<file path="config.mk">
export PLATFORM = sky130hd
export DESIGN_NAME = csi_frame_header_serializer_core_flat
export DESIGN_NICKNAME = d
export VERILOG_FILES = /design/src/sv/cfhs_pkg.sv /design/src/sv/cfhs_if.sv /design/src/sv/cfhs_front.sv /design/src/sv/cfhs_fifo.sv /design/src/sv/cfhs_back.sv /design/src/sv/csi_frame_header_serializer_core.sv /design/src/flat_wrapper.sv
export SDC_FILE = /design/constraint.sdc
export NUM_CORES = 1
export LEC_CHECK = 0
export ABC_AREA = 1
export BUFFER_PORTS_ARGS = -buffer_cell sky130_fd_sc_hd__buf_2
export CAP_MARGIN = 20
export CORE_AREA = 5 5 218 220
export DETAILED_ROUTE_END_ITERATION = 12
export DIE_AREA = 0 0 223 225
export RECOVER_POWER = 50
export SKIP_LAST_GASP = 1
export SYNTH_ARGS = -nofsm -noshare
export SYNTH_HDL_FRONTEND = slang
export SYNTH_SLANG_ARGS = --single-unit
</file>
<file path="constraint.sdc">
create_clock -name clk -period 7.2 [get_ports clk]
set_input_delay 0.36 -clock clk [delete_from_list [all_inputs] [get_ports clk]]
set_output_delay 0.36 -clock clk [all_outputs]
set_load 0.005 [all_outputs]
</file>
<file path="src/sv/cfhs_pkg.sv">
// shared types, constants and helper functions for the csi frame header serializer
package cfhs_pkg;

  // frame layout
  localparam int HEADER_BYTES = 20;
  localparam int HDR_W        = HEADER_BYTES * 8;
  localparam int HDR_IDX_W    = $clog2(HEADER_BYTES);

  // queue between front and back
  localparam int QUEUE_DEPTH = 2;

  // field widths
  localparam int LEN_W   = 16;
  localparam int HALF_W  = LEN_W - 1;
  localparam int ANT_W   = 8;
  localparam int CAP_W   = 17;
  localparam int FREQ_W  = 13;
  localparam int SEQ_W   = 32;
  localparam int MAGIC_W = 32;
  localparam int CFG_W   = 32;
  localparam int CNT_W   = $clog2(HALF_W);

  // operation codes
  localparam logic [1:0] OP_START   = 2'd0;
  localparam logic [1:0] OP_PAYLOAD = 2'd1;
  localparam logic [1:0] OP_CLEAR   = 2'd2;

  // status codes
  localparam logic [1:0] ST_OK      = 2'd0;
  localparam logic [1:0] ST_EMPTY   = 2'd1;
  localparam logic [1:0] ST_NO_ROOM = 2'd2;

  // configuration register indexes
  localparam logic [1:0] CFG_NODE     = 2'd0;
  localparam logic [1:0] CFG_CAPACITY = 2'd1;
  localparam logic [1:0] CFG_MAGIC    = 2'd2;

  localparam logic [CAP_W-1:0] CAPACITY_RESET = 17'd65555;

  // channel plan
  localparam logic [7:0] CH_24_FIRST = 8'd1;
  localparam logic [7:0] CH_24_LAST  = 8'd13;
  localparam logic [7:0] CH_24_JAPAN = 8'd14;
  localparam logic [7:0] CH_5_FIRST  = 8'd36;
  localparam logic [7:0] CH_5_LAST   = 8'd177;
  localparam logic [FREQ_W-1:0] FREQ_24_BASE  = 13'(2412 - 5);
  localparam logic [FREQ_W-1:0] FREQ_24_JAPAN = 13'd2484;
  localparam logic [FREQ_W-1:0] FREQ_5_BASE   = 13'd5000;

  typedef enum logic [1:0] {
    CMD_HDR,
    CMD_PAY,
    CMD_ERR
  } cmd_kind_t;

  typedef struct packed {
    logic [7:0]         node;
    logic [CAP_W-1:0]   capacity;
    logic [MAGIC_W-1:0] magic;
  } cfg_t;

  typedef struct packed {
    cmd_kind_t          kind;
    logic [7:0]         data;
    logic               last;
    logic [1:0]         status;
    logic [ANT_W-1:0]   ant;
    logic [HALF_W-1:0]  half_len;
    logic [FREQ_W-1:0]  freq;
    logic [SEQ_W-1:0]   seq;
    logic [7:0]         rssi;
    logic [7:0]         noise;
  } cmd_t;

  // channel number to center frequency in MHz, zero when unknown
  function automatic logic [FREQ_W-1:0] freq_of_channel(input logic [7:0] ch);
    logic [FREQ_W-1:0] ch5;
    logic [FREQ_W-1:0] f;
    ch5 = {{(FREQ_W-8){1'b0}}, ch} * 13'd5;
    if (ch >= CH_24_FIRST && ch <= CH_24_LAST) begin
      f = FREQ_24_BASE + ch5;
    end else if (ch == CH_24_JAPAN) begin
      f = FREQ_24_JAPAN;
    end else if (ch >= CH_5_FIRST && ch <= CH_5_LAST) begin
      f = FREQ_5_BASE + ch5;
    end else begin
      f = '0;
    end
    return f;
  endfunction

endpackage

</file>
<file path="src/sv/cfhs_if.sv">
// valid/ready channel interfaces for input items and result items

interface cfhs_in_if;
  logic              valid;
  logic              ready;
  logic [1:0]        operation;
  logic [7:0]        antennas;
  logic [7:0]        channel_number;
  logic signed [7:0] rssi;
  logic signed [7:0] noise_dbm;
  logic [15:0]       payload_length;
  logic [7:0]        payload_byte;

  modport source (
    output valid, operation, antennas, channel_number, rssi, noise_dbm,
    output payload_length, payload_byte,
    input  ready
  );
  modport sink (
    input  valid, operation, antennas, channel_number, rssi, noise_dbm,
    input  payload_length, payload_byte,
    output ready
  );
endinterface

interface cfhs_out_if;
  logic       valid;
  logic       ready;
  logic [7:0] out_byte;
  logic       last;
  logic [1:0] status;

  modport source (output valid, out_byte, last, status, input ready);
  modport sink   (input valid, out_byte, last, status, output ready);
endinterface

</file>
<file path="src/sv/cfhs_front.sv">
// front end: accepts items, checks start items, tracks frame and sequence state
module cfhs_front (
  input  logic            clk,
  input  logic            rst_n,
  cfhs_in_if.sink         in_ch,
  input  cfhs_pkg::cfg_t  cfg,
  input  logic            q_full,
  output logic            q_push,
  output cfhs_pkg::cmd_t  q_data
);

  logic [cfhs_pkg::SEQ_W-1:0] seq_r, seq_nxt;
  logic [cfhs_pkg::LEN_W-1:0] remaining_r, remaining_nxt;
  logic                       open_r, open_nxt;

  logic                         accept;
  logic [cfhs_pkg::ANT_W-1:0]   ant_norm;
  logic [cfhs_pkg::CAP_W-1:0]   frame_size;
  logic                         hdr_ok;

  assign in_ch.ready = !q_full;
  assign accept      = in_ch.valid && in_ch.ready;

  // zero antennas counts as one
  assign ant_norm   = (in_ch.antennas == '0) ? 8'd1 : in_ch.antennas;
  assign frame_size = cfhs_pkg::CAP_W'(cfhs_pkg::HEADER_BYTES) + {1'b0, in_ch.payload_length};
  assign hdr_ok     = (in_ch.payload_length != '0) && (frame_size <= cfg.capacity);

  // classify the item and build the command for the back end
  always_comb begin
    seq_nxt       = seq_r;
    remaining_nxt = remaining_r;
    open_nxt      = open_r;
    q_push        = 1'b0;
    q_data        = '0;
    q_data.kind   = cfhs_pkg::CMD_PAY;
    q_data.ant    = ant_norm;
    q_data.half_len = in_ch.payload_length[cfhs_pkg::LEN_W-1:1];
    q_data.freq   = cfhs_pkg::freq_of_channel(in_ch.channel_number);
    q_data.seq    = seq_r;
    q_data.rssi   = in_ch.rssi;
    q_data.noise  = in_ch.noise_dbm;
    q_data.data   = in_ch.payload_byte;
    if (accept) begin
      unique case (in_ch.operation)
        cfhs_pkg::OP_START: begin
          q_push = 1'b1;
          if (in_ch.payload_length == '0) begin
            q_data.kind   = cfhs_pkg::CMD_ERR;
            q_data.data   = '0;
            q_data.last   = 1'b1;
            q_data.status = cfhs_pkg::ST_EMPTY;
            open_nxt      = 1'b0;
            remaining_nxt = '0;
          end else if (!hdr_ok) begin
            q_data.kind   = cfhs_pkg::CMD_ERR;
            q_data.data   = '0;
            q_data.last   = 1'b1;
            q_data.status = cfhs_pkg::ST_NO_ROOM;
            open_nxt      = 1'b0;
            remaining_nxt = '0;
          end else begin
            q_data.kind   = cfhs_pkg::CMD_HDR;
            seq_nxt       = seq_r + 1'b1;
            open_nxt      = 1'b1;
            remaining_nxt = in_ch.payload_length;
          end
        end
        cfhs_pkg::OP_PAYLOAD: begin
          // bytes outside an open frame are dropped
          if (open_r && remaining_r != '0) begin
            q_push        = 1'b1;
            q_data.kind   = cfhs_pkg::CMD_PAY;
            q_data.last   = (remaining_r == 16'd1);
            q_data.status = cfhs_pkg::ST_OK;
            remaining_nxt = remaining_r - 1'b1;
            if (remaining_r == 16'd1) begin
              open_nxt = 1'b0;
            end
          end
        end
        cfhs_pkg::OP_CLEAR: begin
          seq_nxt = '0;
        end
        default: begin
        end
      endcase
    end
  end

  always_ff @(posedge clk) begin
    if (!rst_n) begin
      seq_r       <= '0;
      remaining_r <= '0;
      open_r      <= 1'b0;
    end else begin
      seq_r       <= seq_nxt;
      remaining_r <= remaining_nxt;
      open_r      <= open_nxt;
    end
  end

  // a frame is open exactly while payload bytes are still owed
  a_open_matches_remaining: assert property (@(posedge clk) disable iff (!rst_n)
    open_r == (remaining_r != '0))
    else $error("frame open flag disagrees with remaining count");

  a_no_push_when_full: assert property (@(posedge clk) disable iff (!rst_n)
    q_push |-> !q_full)
    else $error("command pushed into a full queue");

  a_seq_advances_on_header: assert property (@(posedge clk) disable iff (!rst_n)
    (q_push && q_data.kind == cfhs_pkg::CMD_HDR) |=> (seq_r == $past(seq_r) + 1'b1))
    else $error("sequence number did not advance after a header");

endmodule

</file>
<file path="src/sv/cfhs_fifo.sv">
// short command queue between front end and back end
module cfhs_fifo #(
  parameter int DEPTH = cfhs_pkg::QUEUE_DEPTH
) (
  input  logic           clk,
  input  logic           rst_n,
  input  logic           push,
  input  cfhs_pkg::cmd_t push_data,
  output logic           full,
  input  logic           pop,
  output logic           empty,
  output cfhs_pkg::cmd_t head
);

  localparam int PTR_W = (DEPTH > 1) ? $clog2(DEPTH) : 1;
  localparam int CNT_W = $clog2(DEPTH + 1);

  cfhs_pkg::cmd_t   mem_r [DEPTH];
  logic [PTR_W-1:0] wr_ptr_r, wr_ptr_nxt;
  logic [PTR_W-1:0] rd_ptr_r, rd_ptr_nxt;
  logic [CNT_W-1:0] count_r, count_nxt;

  assign full  = (count_r == CNT_W'(DEPTH));
  assign empty = (count_r == '0);
  assign head  = mem_r[rd_ptr_r];

  // pointer and fill count update
  always_comb begin
    wr_ptr_nxt = wr_ptr_r;
    rd_ptr_nxt = rd_ptr_r;
    count_nxt  = count_r;
    if (push) begin
      wr_ptr_nxt = (wr_ptr_r == PTR_W'(DEPTH - 1)) ? '0 : wr_ptr_r + 1'b1;
    end
    if (pop) begin
      rd_ptr_nxt = (rd_ptr_r == PTR_W'(DEPTH - 1)) ? '0 : rd_ptr_r + 1'b1;
    end
    if (push && !pop) begin
      count_nxt = count_r + 1'b1;
    end else if (pop && !push) begin
      count_nxt = count_r - 1'b1;
    end
  end

  always_ff @(posedge clk) begin
    if (!rst_n) begin
      wr_ptr_r <= '0;
      rd_ptr_r <= '0;
      count_r  <= '0;
    end else begin
      wr_ptr_r <= wr_ptr_nxt;
      rd_ptr_r <= rd_ptr_nxt;
      count_r  <= count_nxt;
    end
  end

  // entry storage
  always_ff @(posedge clk) begin
    if (push) begin
      mem_r[wr_ptr_r] <= push_data;
    end
  end

endmodule

</file>
<file path="src/sv/cfhs_back.sv">
// back end: runs the subcarrier divide, sends header bytes and passes results out
module cfhs_back (
  input  logic           clk,
  input  logic           rst_n,
  input  cfhs_pkg::cfg_t cfg,
  input  logic           q_empty,
  input  cfhs_pkg::cmd_t q_head,
  output logic           q_pop,
  cfhs_out_if.source     out_ch
);

  typedef enum logic [1:0] {
    S_IDLE,
    S_DIV,
    S_HDR
  } state_t;

  state_t                          state_r, state_nxt;
  cfhs_pkg::cmd_t                  cur_r, cur_nxt;
  logic [cfhs_pkg::ANT_W-1:0]      div_rem_r, div_rem_nxt;
  logic [cfhs_pkg::HALF_W-1:0]     div_quo_r, div_quo_nxt;
  logic [cfhs_pkg::CNT_W-1:0]      div_cnt_r, div_cnt_nxt;
  logic [cfhs_pkg::HDR_IDX_W-1:0]  hdr_idx_r, hdr_idx_nxt;
  logic                            out_valid_r, out_valid_nxt;
  logic [7:0]                      out_byte_r, out_byte_nxt;
  logic                            out_last_r, out_last_nxt;
  logic [1:0]                      out_status_r, out_status_nxt;

  logic                            can_load;
  logic [cfhs_pkg::ANT_W+1:0]      div_diff;
  logic                            div_ge;
  logic [cfhs_pkg::HDR_W-1:0]      hdr_vec;
  logic [7:0]                      hdr_byte;

  assign out_ch.valid    = out_valid_r;
  assign out_ch.out_byte = out_byte_r;
  assign out_ch.last     = out_last_r;
  assign out_ch.status   = out_status_r;

  assign can_load = !out_valid_r || out_ch.ready;

  // one restoring divide step: half length over antenna count
  assign div_diff = {1'b0, div_rem_r, div_quo_r[cfhs_pkg::HALF_W-1]} - {2'b00, cur_r.ant};
  assign div_ge   = !div_diff[cfhs_pkg::ANT_W+1];

  // header image, byte zero in the low bits
  assign hdr_vec = {
    8'h00, 8'h00,
    cur_r.noise, cur_r.rssi,
    cur_r.seq,
    {(32 - cfhs_pkg::FREQ_W){1'b0}}, cur_r.freq,
    {{(16 - cfhs_pkg::HALF_W){1'b0}}, div_quo_r},
    cur_r.ant,
    cfg.node,
    cfg.magic
  };
  assign hdr_byte = hdr_vec[{hdr_idx_r, 3'b000} +: 8];

  // sequencer
  always_comb begin
    state_nxt      = state_r;
    cur_nxt        = cur_r;
    div_rem_nxt    = div_rem_r;
    div_quo_nxt    = div_quo_r;
    div_cnt_nxt    = div_cnt_r;
    hdr_idx_nxt    = hdr_idx_r;
    out_valid_nxt  = out_valid_r && !out_ch.ready;
    out_byte_nxt   = out_byte_r;
    out_last_nxt   = out_last_r;
    out_status_nxt = out_status_r;
    q_pop          = 1'b0;
    unique case (state_r)
      S_IDLE: begin
        if (!q_empty) begin
          if (q_head.kind == cfhs_pkg::CMD_HDR) begin
            q_pop       = 1'b1;
            cur_nxt     = q_head;
            div_rem_nxt = '0;
            div_quo_nxt = q_head.half_len;
            div_cnt_nxt = cfhs_pkg::CNT_W'(cfhs_pkg::HALF_W - 1);
            state_nxt   = S_DIV;
          end else if (can_load) begin
            q_pop          = 1'b1;
            out_valid_nxt  = 1'b1;
            out_byte_nxt   = q_head.data;
            out_last_nxt   = q_head.last;
            out_status_nxt = q_head.status;
          end
        end
      end
      S_DIV: begin
        div_rem_nxt = div_ge ? div_diff[cfhs_pkg::ANT_W-1:0]
                             : {div_rem_r[cfhs_pkg::ANT_W-2:0],
                                div_quo_r[cfhs_pkg::HALF_W-1]};
        div_quo_nxt = {div_quo_r[cfhs_pkg::HALF_W-2:0], div_ge};
        if (div_cnt_r == '0) begin
          hdr_idx_nxt = '0;
          state_nxt   = S_HDR;
        end else begin
          div_cnt_nxt = div_cnt_r - 1'b1;
        end
      end
      S_HDR: begin
        if (can_load) begin
          out_valid_nxt  = 1'b1;
          out_byte_nxt   = hdr_byte;
          out_last_nxt   = 1'b0;
          out_status_nxt = cfhs_pkg::ST_OK;
          if (hdr_idx_r == cfhs_pkg::HDR_IDX_W'(cfhs_pkg::HEADER_BYTES - 1)) begin
            state_nxt = S_IDLE;
          end else begin
            hdr_idx_nxt = hdr_idx_r + 1'b1;
          end
        end
      end
      default: begin
        state_nxt = S_IDLE;
      end
    endcase
  end

  always_ff @(posedge clk) begin
    cur_r        <= cur_nxt;
    div_rem_r    <= div_rem_nxt;
    div_quo_r    <= div_quo_nxt;
    div_cnt_r    <= div_cnt_nxt;
    hdr_idx_r    <= hdr_idx_nxt;
    out_byte_r   <= out_byte_nxt;
    out_last_r   <= out_last_nxt;
    out_status_r <= out_status_nxt;
    if (!rst_n) begin
      state_r     <= S_IDLE;
      out_valid_r <= 1'b0;
    end else begin
      state_r     <= state_nxt;
      out_valid_r <= out_valid_nxt;
    end
  end

  a_divisor_nonzero: assert property (@(posedge clk) disable iff (!rst_n)
    (state_r == S_DIV) |-> (cur_r.ant != '0))
    else $error("divide running with zero antenna count");

  a_partial_rem_bound: assert property (@(posedge clk) disable iff (!rst_n)
    (state_r == S_DIV) |-> (div_rem_r < cur_r.ant))
    else $error("partial remainder not below divisor");

  a_hdr_index_range: assert property (@(posedge clk) disable iff (!rst_n)
    (state_r == S_HDR) |->
      (hdr_idx_r < cfhs_pkg::HDR_IDX_W'(cfhs_pkg::HEADER_BYTES)))
    else $error("header byte index out of range");

  a_pop_not_empty: assert property (@(posedge clk) disable iff (!rst_n)
    q_pop |-> !q_empty)
    else $error("command popped from an empty queue");

endmodule

</file>
<file path="src/sv/csi_frame_header_serializer_core.sv">
// top level of the csi frame header serializer: config registers, front, queue, back
// Path: an accepted payload or error item passes through a queue entry and the output register;
//   a start item is queued and divided before its header bytes leave through the output register.
// Throughput: payload items flow at one per cycle while the receiver keeps ready high; a good
//   start item holds the back end to take the command, run the bit-serial divide and send 20 header bytes.
// Reset (rst_n low, synchronous): sequence number, frame state, queue and output valid
//   clear; node and magic registers go to zero, capacity to 65555.
module csi_frame_header_serializer_core #(
  parameter int QUEUE_DEPTH = cfhs_pkg::QUEUE_DEPTH
) (
  input  logic                       clk,
  input  logic                       rst_n,
  cfhs_in_if.sink                    in_ch,
  cfhs_out_if.source                 out_ch,
  input  logic                       cfg_we,
  input  logic [1:0]                 cfg_index,
  input  logic [cfhs_pkg::CFG_W-1:0] cfg_wdata
);

  cfhs_pkg::cfg_t cfg_r, cfg_nxt;

  logic           q_push;
  cfhs_pkg::cmd_t q_data;
  logic           q_full;
  logic           q_pop;
  logic           q_empty;
  cfhs_pkg::cmd_t q_head;

  // configuration register writes
  always_comb begin
    cfg_nxt = cfg_r;
    if (cfg_we) begin
      unique case (cfg_index)
        cfhs_pkg::CFG_NODE:     cfg_nxt.node     = cfg_wdata[7:0];
        cfhs_pkg::CFG_CAPACITY: cfg_nxt.capacity = cfg_wdata[cfhs_pkg::CAP_W-1:0];
        cfhs_pkg::CFG_MAGIC:    cfg_nxt.magic    = cfg_wdata[cfhs_pkg::MAGIC_W-1:0];
        default: begin
        end
      endcase
    end
  end

  always_ff @(posedge clk) begin
    if (!rst_n) begin
      cfg_r.node     <= '0;
      cfg_r.capacity <= cfhs_pkg::CAPACITY_RESET;
      cfg_r.magic    <= '0;
    end else begin
      cfg_r <= cfg_nxt;
    end
  end

  cfhs_front u_front (
    .clk    (clk),
    .rst_n  (rst_n),
    .in_ch  (in_ch),
    .cfg    (cfg_r),
    .q_full (q_full),
    .q_push (q_push),
    .q_data (q_data)
  );

  cfhs_fifo #(
    .DEPTH (QUEUE_DEPTH)
  ) u_fifo (
    .clk       (clk),
    .rst_n     (rst_n),
    .push      (q_push),
    .push_data (q_data),
    .full      (q_full),
    .pop       (q_pop),
    .empty     (q_empty),
    .head      (q_head)
  );

  cfhs_back u_back (
    .clk     (clk),
    .rst_n   (rst_n),
    .cfg     (cfg_r),
    .q_empty (q_empty),
    .q_head  (q_head),
    .q_pop   (q_pop),
    .out_ch  (out_ch)
  );

endmodule

</file>
<file path="src/flat_wrapper.sv">
// flat-port wrapper written by rule: the top's interface ports become plain ports
module csi_frame_header_serializer_core_flat 
#(
  parameter int QUEUE_DEPTH = cfhs_pkg::QUEUE_DEPTH
)
  (clk, rst_n, cfg_we, cfg_index, cfg_wdata, in_ch_valid, in_ch_operation, in_ch_antennas, in_ch_channel_number, in_ch_rssi, in_ch_noise_dbm, in_ch_payload_length, in_ch_payload_byte, in_ch_ready, out_ch_valid, out_ch_out_byte, out_ch_last, out_ch_status, out_ch_ready);
  cfhs_in_if in_ch_i ();
  cfhs_out_if out_ch_i ();
  input  logic clk;
  input  logic rst_n;
  input  logic cfg_we;
  input  logic [1:0] cfg_index;
  input  logic [cfhs_pkg::CFG_W-1:0] cfg_wdata;
  input wire logic [$bits(in_ch_i.valid)-1:0] in_ch_valid;
  input wire logic [$bits(in_ch_i.operation)-1:0] in_ch_operation;
  input wire logic [$bits(in_ch_i.antennas)-1:0] in_ch_antennas;
  input wire logic [$bits(in_ch_i.channel_number)-1:0] in_ch_channel_number;
  input wire logic [$bits(in_ch_i.rssi)-1:0] in_ch_rssi;
  input wire logic [$bits(in_ch_i.noise_dbm)-1:0] in_ch_noise_dbm;
  input wire logic [$bits(in_ch_i.payload_length)-1:0] in_ch_payload_length;
  input wire logic [$bits(in_ch_i.payload_byte)-1:0] in_ch_payload_byte;
  output wire logic [$bits(in_ch_i.ready)-1:0] in_ch_ready;
  output wire logic [$bits(out_ch_i.valid)-1:0] out_ch_valid;
  output wire logic [$bits(out_ch_i.out_byte)-1:0] out_ch_out_byte;
  output wire logic [$bits(out_ch_i.last)-1:0] out_ch_last;
  output wire logic [$bits(out_ch_i.status)-1:0] out_ch_status;
  input wire logic [$bits(out_ch_i.ready)-1:0] out_ch_ready;
  assign in_ch_i.valid = in_ch_valid;
  assign in_ch_i.operation = in_ch_operation;
  assign in_ch_i.antennas = in_ch_antennas;
  assign in_ch_i.channel_number = in_ch_channel_number;
  assign in_ch_i.rssi = in_ch_rssi;
  assign in_ch_i.noise_dbm = in_ch_noise_dbm;
  assign in_ch_i.payload_length = in_ch_payload_length;
  assign in_ch_i.payload_byte = in_ch_payload_byte;
  assign in_ch_ready = in_ch_i.ready;
  assign out_ch_valid = out_ch_i.valid;
  assign out_ch_out_byte = out_ch_i.out_byte;
  assign out_ch_last = out_ch_i.last;
  assign out_ch_status = out_ch_i.status;
  assign out_ch_i.ready = out_ch_ready;
  csi_frame_header_serializer_core #(.QUEUE_DEPTH(QUEUE_DEPTH)) u_core (.clk(clk), .rst_n(rst_n), .in_ch(in_ch_i), .out_ch(out_ch_i), .cfg_we(cfg_we), .cfg_index(cfg_index), .cfg_wdata(cfg_wdata));
endmodule
</file>
## Yosys cells after proc, flatten, opt, wreduce, memory -nomap -nowiden

Memories as Yosys holds them, arrays and structs flattened. A register that Yosys moved wholly into a read port is not among the register bits.
Index checks and enable logic that the tools add are counted.

- Register bits: 225
- RAM bits: 194
- Output and inout port bits: 13
- Logic and storage cells: 189
- Memories kept: 1

Memory list:

| name | words | width | rd ports | clocked after memory_dff | wr ports | line | RTL |
|---|---|---|---|---|---|---|---|
| u_core.u_fifo.mem_r | 2 | 97 | 1 | 1 | 1 | cfhs_fifo.sv:18 | `cfhs_pkg::cmd_t mem_r [DEPTH];` |

- $add $sub $neg: 12
- $mul: 1
- $lt $le $gt $ge: 5
- Equality and inequality tests: 23
- Shifts and indexed selects: 1
- Multiplexer cells: 79
- Bitwise operators: 1
- Reductions and logical operators: 43

Operators with widths:

| kind | count |
|---|---|
| $shiftx A160 B9 Y8 | 1 |
| $mux W8 | 9 |
| $mux W13 | 5 |
| $mux W32 | 2 |
| $pmux W32 S2 | 1 |
| $mux W16 | 3 |
| $add A32 B1 Y32 const B | 1 |
| $pmux W16 S2 | 1 |
| $pmux W8 S2 | 2 |
| $reduce_bool A16 Y1 | 2 |
| $mux W15 | 2 |
| $pmux W15 S2 | 1 |
| $mux W2 | 13 |
| $ne A2 B2 Y1 const B | 13 |
| $mux W1 | 23 |
| $add A5 B16 Y17 const A | 1 |
| $le A17 B17 Y1 | 1 |
| $eq A16 B1 Y1 const B | 1 |
| $logic_not A16 Y1 | 1 |
| $reduce_and A4 Y1 | 4 |
| $sub A16 B1 Y16 const B | 1 |
| $mux W5 | 3 |
| $add A12 B11 Y13 const A | 1 |
| $add A13 B11 Y13 const A | 1 |
| other kinds (35) | 72 |

## Longest topological paths before layout

Gate-level depths: netlist of run 1.

- Depth after elaboration: 9
- Mapped depth: 23
- Depth with buffers taken out: 22

## By module

Synthesis of run 1 repeated with hierarchy kept, for this count alone.

- Cells, all modules: 2,368
- Area total of the unflattened synthesis: 21,523.1 um^2

By module, submodules not included:

| module | times used | cells an instance | area an instance (um^2) |
|---|---|---|---|
| cfhs_fifo | 1 | 337 | 7,344.5 |
| cfhs_back | 1 | 722 | 6,128.4 |
| cfhs_front | 1 | 950 | 5,703.0 |
| csi_frame_header_serializer_core | 1 | 359 | 2,347.3 |

## Least setup slack after synthesis of run 1

Ideal clock, no wire load.

- Path kind: reg2reg
- Start point: reg (tool-made name)
- End point: reg u_core.u_back.cur_r[0] (netlist bit) (enable)
- Library setup time: 0.581 ns
- Arrival time: 5.597 ns
- Data required time: 6.619 ns
- Slack: 1.022 ns
- Stages on the path, launching flop included: 7
- Clock period less this slack: 6.178 ns
- Path through: dfxtp_1 buf_2 inv_2 or3_1 nand2_1 inv_2 nor3_1

RTL lines:

| item | line | RTL |
|---|---|---|
| end signal, assigned | cfhs_back.sv:123 | `cur_r <= cur_nxt;` |
| end, declared | cfhs_back.sv:19 | `cfhs_pkg::cmd_t cur_r, cur_nxt;` |

## Worst setup path in the final report of run 1

- Start point: reg u_core.u_back.hdr_idx_r[0] (netlist bit)
- End point: reg u_core.u_back.out_byte_r[2], in the netlist u_core.u_back.out_ch.out_byte[2] (data pin)

- Word-level cells in the longest chain between the ends: 3

RTL lines:

| item | line | RTL |
|---|---|---|
| start, declared | cfhs_back.sv:23 | `logic [cfhs_pkg::HDR_IDX_W-1:0] hdr_idx_r, hdr_idx_nxt;` |
| start signal, assigned | cfhs_back.sv:127 | `hdr_idx_r <= hdr_idx_nxt;` |
| $shiftx A160 B9 Y8 | cfhs_back.sv:57 | `assign hdr_byte = hdr_vec[{hdr_idx_r, 3'b000} +: 8];` |
| $mux W8 | cfhs_back.sv:104 | `if (can_load) begin` |
| $pmux W8 S2 | cfhs_back.sv:72 | `unique case (state_r)` |
| named net u_core.u_back.out_byte_nxt[2] | cfhs_back.sv:25 | `logic [7:0] out_byte_r, out_byte_nxt;` |
| end signal, assigned | cfhs_back.sv:128 | `out_byte_r <= out_byte_nxt;` |
| end, declared | cfhs_back.sv:25 |  |

The timed path passes the listed nets, and every way through them passes these cells. The select of a mux whose other input is x is not followed.
A chain may end at the register's enable or synchronous reset.

==> results of run 1 <==
cell type report:
class,count,area (µm²),area share (%)
Clock buffer,63,1290,5.64
Clock inverter,22,263,1.15
Inverter,170,638,2.79
Multi-Input combinational cell,1505,7630,33.3
Sequential cell,420,11500,50.1
Tap cell,600,751,3.28
Timing Repair Buffer,149,845,3.69
flip-flops by register name, summed over array words and instances, names as in the netlist, 2 cells and up, named ones only:
name,cells
u_core.u_back.div_quo_r,15
u_core.cfg_r,57
u_core.u_fifo.mem_r,194
u_core.u_back.out_ch.out_byte,8
u_core.u_back.div_cnt_r,4
u_core.u_back.cur_r,69
u_core.u_back.hdr_idx_r,5
u_core.u_back.state_r,2
u_core.u_front.remaining_r,16
u_core.u_front.seq_r,32
u_core.u_fifo.count_r,2
u_core.u_back.out_ch.status,2
u_core.u_back.div_rem_r,8
synth_stat cells (4+ instances only):
| cell | count |
|---|---|
| o211ai_1 | 12 |
| inv_2 | 18 |
| or2_2 | 13 |
| clkbuf_1 | 62 |
| xor2_2 | 4 |
| buf_6 | 4 |
| ha_1 | 50 |
| a31oi_1 | 4 |
| clkinv_1 | 4 |
| edfxtp_1 | 306 |
| nand3_1 | 72 |
| o21ai_0 | 152 |
| buf_2 | 9 |
| a21o_1 | 4 |
| nand2_1 | 561 |
| nor2_1 | 275 |
| nand2_2 | 8 |
| nand4_1 | 13 |
| xnor2_1 | 13 |
| nor2_2 | 11 |
| nor3_1 | 27 |
| mux2i_1 | 6 |
| inv_1 | 148 |
| nand3_2 | 22 |
| dfxtp_1 | 114 |
| xor2_1 | 21 |
| a21oi_1 | 135 |
| nor2_4 | 6 |
| buf_1 | 9 |
| o22ai_1 | 15 |
| o21ai_1 | 14 |
| a21oi_2 | 30 |
| o21a_1 | 5 |
per-layer routing:
| layer | vias up | track usage (%) | share of wire (%) |
|---|---|---|---|
| li1 | 7547 | - | - |
| met3 | 62 | 3.44 | 6.6 |
| met5 | - | 0 | 0 |
| met2 | 449 | 31.1 | 44 |
| met4 | 0 | 4.58 | 1.8 |
| met1 | 7155 | 30.3 | 47 |
final timing paths:
path	from	to	cells after the start
worst max-delay path	u_core.u_back.hdr_idx_r[0]$_SDFFCE_PN0P_	u_core.u_back.out_ch.out_byte[2]$_DFFE_PP_	7
worst min-delay path	cfg_wdata[23]	u_core.cfg_r[23]$_SDFFE_PN0P_	3
worst max register to register	u_core.u_back.hdr_idx_r[0]$_SDFFCE_PN0P_	u_core.u_back.out_ch.out_byte[2]$_DFFE_PP_	7
worst min register to register	u_core.u_front.open_r$_SDFFE_PN0P_	u_core.u_front.open_r$_SDFFE_PN0P_	2
worst min-delay path, stage by stage:
cell,delay (ns)
buf_2,0.08
nor2_1,0.03
nor2_1,0.09
metrics by stage:
stage | util [%] | area [µm²] | total power, µW | cells
finish | 50.8 | 22900 | 6720 | 2929
detailed placement | 47.0 | 21200 | 4380 | 2820
global placement | 47.0 | 21200 | 4350 | 2820
CTS | 51.0 | 23000 | 6790 | 2928
floorplan | - | 20200 | 3970 | 2185
global route | 50.8 | 22900 | 7080 | 2929
where the power goes:
| part | internal (µW) | total (µW) | switching (µW) |
|---|---|---|---|
| registers | 2910 | 3040 | 129 |
| logic | 395 | 1290 | 890 |
| clock network | 1440 | 2400 | 960 |
logic make-up (layout without fill, tap and decap cells):
logic type,after synthesis,in the layout,synth area share [%]
flops,420,420,56.8
mux,6,6,0.297
simple gates,1027,1027,21.8
buf+inv,260,404,5.33
compound gates,381,381,10.6
fa+ha+maj,52,52,3.30
xor+xnor,39,39,1.88
placed cells by master (no fill, tap or decap), types with 5 or more instances in the layout:
master         netlist  layout
o21ai_1             14       8
buf_4                3      12
inv_1              148     150
dlygate4sd3_1        0      23
clkinv_2             0       7
o211ai_1            12      12
o21ai_0            152     158
a21oi_1            135     135
nand2_1            561     563
dfxtp_1            114     114
a21oi_2             30      30
inv_2               18      15
nor3_1              27      26
nand4_1             13      13
nor2_1             275     275
nor2_4               6       5
clkinv_1             4       8
or2_2               13      13
clkbuf_8             0       5
o22ai_1             15      15
ha_1                50      50
buf_2                9      68
xnor2_1             13      13
edfxtp_1           306     306
xor2_1              21      22
bufinv_16            0       5
clkbuf_1            62      55
mux2i_1              6       6
nor2_2              11      12
nand3_2             22      21
nand3_1             72      73
clkbuf_16            0      47
o21a_1               5       5
nand2_2              8       7
==> impl_results.md, run 1 <==
* Status: finished with violations
* Failing checks: capacitance limit, slew limit
* Worst IR drop on VDD at around 0.16 mV
* Most used flip-flop cell after synthesis: edfxtp_1
* Hold WS at slightly below 0.02 ns
* Post-Route WL at around 52000 µm
* Cts bufs inserted at 46
* Worst Clk Skew at ~0.013 ns
* First-pass detailed-route iteration total at 5
* Resize count post-CTS at 0
* Crit path buffers/inverters at 1
* Crit start category: flip-flop
* CTS tree: done
* Slowest Stage Delay on Critical Path at 2.22 ns
* IO Count at 110
* Area contributors post-synth: edfxtp_1 45%, dfxtp_1 11%, nand2_1 10%
* Hold Violations, Final at 0
* Core area at roughly 0.045 mm²
* Initial antenna violation count at 2
* Gr ovfl total at 0
* Initial Utilization at roughly 45%
* Filler cells at ~4200
* Worst Hold Class: primary input to flip-flop
* P per Cell Area at 294 mW/mm²
* Root Buffer: clkbuf_16
* Final worst setup slack at roughly 2.8 ns
* HPWL Detailed at between 30000 and 40000 µm
* Ant. Diodes at 0
* Post-CTS Hold Fix Bufs at 23
* Worst setup path category: flip-flop to flip-flop
* Clock-pin slew on the worst setup and hold paths at 0.06 ns
* Nature of the critical path endpoint: flip-flop
* Post-synthesis async set-or-reset flop share at 0%
* DRC viols at 0
* Via count of the first global-routing pass at 14262
* Crit path max-delay cell type: clkbuf_1
* TNS Setup at 0 ns
* First-pass GRT wire length at 80800 µm
* Routed len/inst at between 15 and 20 µm
* Yosys top cell area share at a little under half
* Worst EP arrival at approximately 4.8 ns
* CTS Sinks at 420
* Fin. max-slew vios at 230
* Critical Path, Cell by Cell: clkbuf_1 > o21ai_0 > a21oi_1 > o21ai_0 > nand2_1 > nand2_1 > o21ai_0
* Slew @ Worst Pin at approximately 3.7 ns
* Post-synth cell types at 56
* Layout cells sized above 1 at approximately an eighth
* CP delay by family, top: buffers and inverters
* Htree depth at 2
* First DRT Iteration DRCs at 1487
* Die ar. at around 0.050 mm²
* Via count at 15213
* Top cell by count, worst path: o21ai_0
* Max Fclk at between 200 and 250 MHz
* GRT Total Usage at 20.3%
* Number of flops mapped to enable cells by yosys at a little over 300
* Die X at ~220 µm
* Synth warnings at 0
* Reg2Reg Setup Slack at ~2.8 ns
* Drt via density at 5.19
* Worst endpoint required time at around 7.6 ns
* Avg Inst Size Synth at 9.24 µm²
* Site Rows at 78
* Pin count of the biggest net entering global routing at slightly above 90
* Area added between synthesis and finish at 13.3%
* Worst-case clock buffer depth at 3
* Final Wtd Congestion at 0.895
* ANT nets after route at 0
* Cell taking the most area after synthesis: edfxtp_1
* Place WS at 3.48 ns
* Register area share after synthesis at roughly 57%
* Die height at 225 µm
* Critical path fanouts, max at 70
* Post-CTS Setup Repair Bufs at 0
* Insertion delay to the later sink of the worst-skew pair at between 0.5 and 0.6 ns
* RSZ-0062 raised after global routing: false
* Max-cap violations at 4
* Port Buffers at between 100 and 150
* Mapped Nets at between 2000 and 2500
* Tcrit/Tclk final at a little over 60%
* Leak at 0.00891 µW
* Shortest period the worst path allows at 4.38 ns
* Final nets at around 2400
* Setup violations, final at 0
* Rel. slew slack at -147%
* Synth Instances at 2185
* Synthesized area at approximately 0.020 mm²
* FF+latch count, synth at 420
(Power assumes the default switching activity.)
==> inputs of run 2 (changes only) <==
clock period = 4 ns   (was 7.2 ns; I/O delays follow)
==> run 2 against run 1 <==
Largest cell class unchanged. Global-route usage grew 0.49 points. The flow still finishes with violations (capacitance limit, slew limit). Clock skew barely moved. Die area did not move. Non-clock buffer count is 65 higher. Largest power group unchanged. Sequential power increased by 79%. Worst setup slack lost 2.4 ns.
==> impl_results.md, run 2 (same netlist as run 1, synthesis figures left out) <==
* Status: finished with violations (unchanged)
* Failing checks: capacitance limit, slew limit (unchanged)
* CP delay by family, top: simple AND/OR/NAND/NOR gates (was buffers and inverters)
* Worst endpoint required time at 4.30 ns (was 7.62 ns)
* Routed len/inst at 17.9 µm (was 17.7 µm)
* Max Fclk at about 280 MHz
* Initial Utilization at 44.8% (unchanged)
* Tcrit/Tclk final at about 90%
* First-pass GRT wire length at 82500 µm (was 80800 µm)
* Htree depth at 2 (unchanged)
* Rel. slew slack at -149% (was -147%)
* Post-CTS Setup Repair Bufs at 0 (unchanged)
* HPWL Detailed at 36200 µm (was 35800 µm)
* Ant. Diodes at 0 (unchanged)
* DRC viols at 0 (unchanged)
* GRT Total Usage at 20.7% (was 20.3%)
* P per Cell Area at 510 mW/mm² (was 294 mW/mm²)
* Post-Route WL at 53400 µm (was 51900 µm)
* Shortest period the worst path allows at 3.62 ns
* Via count at 15584 (was 15213)
* Site Rows at 78 (unchanged)
* Drt via density at 5.21 (was 5.19)
* Hold Violations, Final at 0 (unchanged)
* CTS tree: done (unchanged)
* Critical Path, Cell by Cell: dlygate4sd3_1 > clkbuf_1 > ha_1 > nor2_1 > nor2_1 > nand3_1 > nor3_1 > nand2_1 > xor2_1 > ha_1 > nand2_1 > nor2_1 > nand3_1 > nor2_1 > nor2_1 > nand2_1 > nand2_2 > nand2_4 > nand2_8 > nor2_4 > nor2_1 (was clkbuf_1 > o21ai_0 > a21oi_1 > o21ai_0 > nand2_1 > nand2_1 > o21ai_0)
* Via count of the first global-routing pass at 14627 (was 14262)
* Die height at 225 µm (unchanged)
* Gr ovfl total at 0 (unchanged)
* Worst hold path depth at 3 (unchanged)
* Pin count of the biggest net entering global routing at 99 (was 91)
* RSZ-0062 raised after global routing: false (unchanged)
* Critical hold path startpoint: cfg_wdata[19] (was cfg_wdata[23])
* Worst IR drop on VDD at 0.284 mV (was 0.156 mV)
* Max-cap violations at 3 (was 4)
* Setup violations, final at 0 (unchanged)
* Worst EP arrival at 3.92 ns (was 4.80 ns)
* Reg2Reg Setup Slack at 0.60 ns (was 2.82 ns)
* Area added between synthesis and finish at 16.3% (was 13.3%)
* Largest Register: u_core.u_fifo.mem_r (unchanged)
* R2R depth at 7 (unchanged)
* Place WS at 0.516 ns (was 3.48 ns)
* Top cell by count, worst path: nor2_1 (was o21ai_0)
* Worst Clk Skew at 0.0125 ns (was 0.0127 ns)
* Die ar. at 0.0502 mm² (unchanged)
* Resize count post-CTS at 0 (unchanged)
* Hold EP: u_core.cfg_r[19]$_SDFFE_PN0P_ (was u_core.cfg_r[23]$_SDFFE_PN0P_)
* Fin. max-slew vios at 213 (was 230)
* Port Buffers at 109 (unchanged)
* Initial antenna violation count at 2 (unchanged)
* Die X at 223 µm (unchanged)
* Crit path buffers/inverters at 2 (was 1)
* Worst-case clock buffer depth at 3 (unchanged)
* Final nets at 2505 (was 2441)
* Worst setup path category: primary input to flip-flop (was flip-flop to flip-flop)
* First DRT Iteration DRCs at 1392 (was 1487)
* Final worst setup slack at 0.382 ns (was 2.82 ns)
* ANT nets after route at 0 (unchanged)
* Core area at 0.0451 mm² (unchanged)
* Critical path fanouts, max at 29 (was 70)
* Cts bufs inserted at 45 (was 46)
* Max reg flops at 194 (unchanged)
* Commonest non-fill, non-tap cell in the layout: nand2_1 (unchanged)
* CTS Sinks at 420 (unchanged)
* First-pass detailed-route iteration total at 8 (was 5)
* Slowest Stage Delay on Critical Path at 0.53 ns (was 2.22 ns)
* Root Buffer: clkbuf_16 (unchanged)
* Final Wtd Congestion at 0.922 (was 0.895)
* Top flop regs: u_core.u_fifo.mem_r x194, u_core.u_back.cur_r x69, u_core.cfg_r x57 (unchanged)
* RR Endpoint: u_core.u_back.div_quo_r[2]$_DFFE_PP_ (was u_core.u_back.out_ch.out_byte[2]$_DFFE_PP_)
* Worst Hold Class: primary input to flip-flop (unchanged)
* Leak at 0.00915 µW (was 0.00891 µW)
* TNS Setup at 0 ns (unchanged)
* Slew @ Worst Pin at 3.73 ns (was 3.71 ns)
* Crit start category: primary input (was flip-flop)
* Commonest cells after routing, fill and taps aside: 562 x nand2_1, 306 x edfxtp_1, 271 x nor2_1 (was 563 x nand2_1, 306 x edfxtp_1, 275 x nor2_1)
* IO Count at 110 (unchanged)
* Crit path max-delay cell type: dlygate4sd3_1 (was clkbuf_1)
* Nature of the critical path endpoint: flip-flop (unchanged)
* Post-CTS Hold Fix Bufs at 80 (was 23)
* Clock-pin slew on the worst setup and hold paths at 0.06 ns (about the same)
* Layout cells sized above 1 at 11.6% (was 11.7%)
* Insertion delay to the later sink of the worst-skew pair at 0.57 ns (was 0.58 ns)
run 2: worst max-delay path by stage:
stage / startpoint / to / depth (start not counted)
floorplan: u_core.u_front.remaining_r[0]$_SDFFE_PN0P_ / u_core.u_fifo.mem_r[1][0]$_DFFE_PP_ / 12
global placement: in_ch_payload_length[3] / u_core.u_fifo.mem_r[0][93]$_DFFE_PP_ / 20
detailed placement: in_ch_payload_length[2] / u_core.u_fifo.mem_r[0][94]$_DFFE_PP_ / 20
CTS: in_ch_payload_length[3] / u_core.u_fifo.mem_r[1][94]$_DFFE_PP_ / 21
global route: in_ch_payload_length[6] / u_core.u_fifo.mem_r[1][94]$_DFFE_PP_ / 22
finish: in_ch_payload_length[3] / u_core.u_fifo.mem_r[1][91]$_DFFE_PP_ / 21
run 2: layout make-up:
| cell class | instances | area (µm²) |
|---|---|---|
| Fill cell | 4115 | 21600 |
| Sequential cell | 420 | 11500 |
| Multi-Input combinational cell | 1505 | 7670 |
| Timing Repair Buffer | 214 | 1520 |
| Clock buffer | 63 | 1290 |
| Tap cell | 600 | 751 |
| Inverter | 170 | 638 |
| Clock inverter | 19 | 161 |
run 2: per-layer routing:
metal / up-vias / share of wire [%] / global-route usage, %
met1: 7355 / 47 / 30.9
li1: 7671 / - / -
met4: 0 / 2.2 / 5.65
met5: - / 0 / 0
met2: 484 / 44 / 32.2
met3: 74 / 6.3 / 2.75
run 2: tightest hold or removal path, cell delays in order:
cell	delay (ns)
buf_2	0.16
nor2_1	0.13
nor2_1	0.06
run 2: power by group:
| group | switching [µW] | internal [µW] |
|---|---|---|
| Clock | 1700 | 2380 |
| Combinational | 1690 | 782 |
| Sequential | 194 | 5230 |
| Total | 3580 | 8390 |
run 2: stage by stage:
stage	total power (µW)	cells	hold slack [ns]	utilization (%)	cell area, µm²
5_1_grt	12600	2991	0.0182	52.1	23500
3_5_place_dp	7920	2829	0.393	47.3	21300
3_3_place_gp	7870	2829	0.388	47.3	21300
6_report	12000	2991	0.0311	52.1	23500
2_1_floorplan	7130	2185	0.299	-	20200
4_1_cts	12100	2991	0.00644	52.3	23600
==> inputs of run 3 (changes only) <==
==> constraint.sdc (replaced) <==
create_clock -name clk -period 4 [get_ports clk]
set_input_delay 0.8 -clock clk [delete_from_list [all_inputs] [get_ports clk]]
set_output_delay 0.8 -clock clk [all_outputs]
set_load 0.005 [all_outputs]
==> run 3 against run 2 <==
The flow still finishes with violations (capacitance limit, slew limit). Clock power rose by 9.1%. Critical path depth decreased by 14. Combinational power down 2%. Final area shrank 2.7%. First-iteration DRC count fell by 12%. Clock-buffer cell count down 13. Clock skew rose by 0.0094 ns. Worst setup slack improved by 0.084 ns. Via count down 2.1%. Non-clock buffer count shrank 76. Worst hold slack gained 0.39 ns. Final cell count fell by 2.4%. Critical path type is now flip-flop to flip-flop. Critical endpoint is now u_core.u_back.div_quo_r[6]$_DFFE_PP_.
==> impl_results.md, run 3 (same netlist as run 1, synthesis figures left out) <==
* Clk pwr share at 36.3% (was 34.0%)
* Leak at 0.00892 µW (was 0.00915 µW)
* First-pass GRT wire length at 81600 µm (was 82500 µm)
* Dpl cells at 2832 (was 2829)
* Clock-pin slew on the worst setup and hold paths at 0.06 ns (about the same)
* Pin count of the biggest net entering global routing at 96 (was 99)
* Post-Route WL at 52300 µm (was 53400 µm)
* Ant. Diodes at 0 (unchanged)
* Max reg flops at 194 (unchanged)
* Filler cells at 4157 (was 4115)
* Area added between synthesis and finish at 13.2% (was 16.3%)
* First DRT Iteration DRCs at 1220 (was 1392)
* Crit start category: flip-flop (was primary input)
* Top flop regs: u_core.u_fifo.mem_r x194, u_core.u_back.cur_r x69, u_core.cfg_r x57 (unchanged)
* Critical path fanouts, max at 41 (was 29)
* P per Cell Area at 537 mW/mm² (was 510 mW/mm²)
* Storage cell area at 0.0115 mm² (unchanged)
* Htree depth at 2 (unchanged)
* Worst Clk Skew at 0.0219 ns (was 0.0125 ns)
* Internal power at 8650 µW (was 8390 µW)
* Layout Utilization at 50.7% (was 52.1%)
* Fin cells at 2918 (was 2991)
* Gr ovfl total at 0 (unchanged)
* Tcrit/Tclk final at 88.3% (was 90.4%)
* Cts bufs inserted at 46 (was 45)
* Cell Area, Placed at 0.0213 mm² (about the same)
* Max-cap violations at 3 (unchanged)
* Commonest cells after routing, fill and taps aside: 562 x nand2_1, 306 x edfxtp_1, 272 x nor2_1 (was 562 x nand2_1, 306 x edfxtp_1, 271 x nor2_1)
* Rel. slew slack at -45.3% (was -149%)
* Drt via density at 5.23 (was 5.21)
* Largest Register: u_core.u_fifo.mem_r (unchanged)
* Layout cells sized above 1 at 12.9% (was 11.6%)
* Core area at 0.0451 mm² (unchanged)
* Worst endpoint required time at 4.21 ns (was 4.30 ns)
* Shortest period the worst path allows at 3.53 ns (was 3.62 ns)
* Via count at 15263 (was 15584)
* Switch Pwr at 3630 µW (was 3580 µW)
* Via count of the first global-routing pass at 14420 (was 14627)
* Final Wtd Congestion at 0.895 (was 0.922)
* TNS Setup at 0 ns (unchanged)
* Post-CTS Hold Fix Bufs at 0 (was 80)
* Resize count post-CTS at 0 (unchanged)
* DRC viols at 0 (unchanged)
* Routed len/inst at 17.9 µm (about the same)
* Worst IR drop on VDD at 0.350 mV (was 0.284 mV)
* Worst-case clock buffer depth at 3 (unchanged)
* First-pass detailed-route iteration total at 6 (was 8)
* Multi-input logic area at 0.00766 mm² (was 0.00767 mm²)
* Nature of the critical path endpoint: flip-flop (unchanged)
* RSZ-0062 raised after global routing: false (unchanged)
* CTS Sinks at 420 (unchanged)
* Setup violations, final at 0 (unchanged)
* Worst Hold Class: primary input to flip-flop (unchanged)
* Insertion delay to the later sink of the worst-skew pair at 0.58 ns (was 0.57 ns)
* Site Rows at 78 (unchanged)
* Flop pwr share at 43.9% (was 45.3%)
* Fin. max-slew vios at 142 (was 213)
* Failing checks: capacitance limit, slew limit (unchanged)
* Post-CTS Setup Repair Bufs at 0 (unchanged)
* Initial Utilization at 44.8% (unchanged)
* Status: finished with violations (unchanged)
* Worst setup path category: flip-flop to flip-flop (was primary input to flip-flop)
* HPWL Detailed at 36100 µm (was 36200 µm)
* Final nets at 2430 (was 2505)
* Hold Violations, Final at 0 (unchanged)
* Die height at 225 µm (unchanged)
* Die ar. at 0.0502 mm² (unchanged)
* Slew @ Worst Pin at 2.18 ns (was 3.73 ns)
* Max Fclk at 283 MHz (was 276 MHz)
* Worst EP arrival at 3.75 ns (was 3.92 ns)
* Commonest non-fill, non-tap cell in the layout: nand2_1 (unchanged)
* IO Count at 110 (unchanged)
* Root Buffer: clkbuf_16 (unchanged)
* Port Buffers at 109 (unchanged)
* CTS tree: done (unchanged)
* ANT nets after route at 0 (unchanged)
* Final Cell Area at 0.0229 mm² (was 0.0235 mm²)
* Combinational share of power at 19.8% (was 20.6%)
* Initial antenna violation count at 3 (was 2)
* Die X at 223 µm (unchanged)
* GRT Total Usage at 20.4% (was 20.7%)
* Sw Ratio at 29.6% (was 29.9%)
-- run 3: power by group through the flow --
stage	clock (µW)	sequential (µW)	combinational [µW]
4_1_cts	4540	5400	2440
6_report	4450	5400	2430
2_1_floorplan	0	5440	1690
3_5_place_dp	0	5490	2420
3_3_place_gp	0	5480	2360
5_1_grt	4720	5430	2740
-- run 3: final timing paths --
path | startpoint | endpoint | slack [ns] | cells past startpoint
min | in_ch_rssi[1] | u_core.u_fifo.mem_r[1][9]$_DFFE_PP_ | 0.42 | 1
min reg2reg | u_core.u_front.open_r$_SDFFE_PN0P_ | u_core.u_front.open_r$_SDFFE_PN0P_ | 0.47 | 2
max | flip-flop | u_core.u_back.div_quo_r[6]$_DFFE_PP_ | 0.47 | 7
max reg2reg | flip-flop | u_core.u_back.div_quo_r[6]$_DFFE_PP_ | 0.47 | 7
-- run 3: critical path, cell delays in order, from the launching register on --
cell and delay, ns:
dfxtp_1 0.31, inv_1 0.07, clkbuf_1 1.47, nand2_1 0.11, nand2_1 0.16, a21oi_1 0.13
nor2_1 0.40, clkbuf_2 0.51
-- run 3: metal layers --
layer | part of all wire (%) | GRT usage, % | wire length, µm | vias up
met5 | 0 | 0 | 0 | -
met4 | 2.0 | 5.42 | 1040 | 0
met3 | 6.0 | 3.15 | 3120 | 63
met2 | 45 | 31.9 | 23500 | 396
met1 | 47 | 29.9 | 24600 | 7271
li1 | - | - | - | 7533
-- run 3: layout make-up --
class	instances	area share [%]
well taps	600	3.28
clock buffers	50	5.19
repair buffers	138	3.30
multi-input cells	1505	33.5
flip-flops and latches	420	50.2
clock inverters	35	1.77
inverters	170	2.79
-- run 3: stage by stage --
stage	total power [µW]	worst slack [ns]	hold WS [ns]
after floorplan	7130	0.599	0.430
after global placement	7850	0.174	0.451
after detailed placement	7910	0.0733	0.455
after CTS	12400	0.670	0.385
after global routing	12900	0.149	0.398
final	12300	0.466	0.417
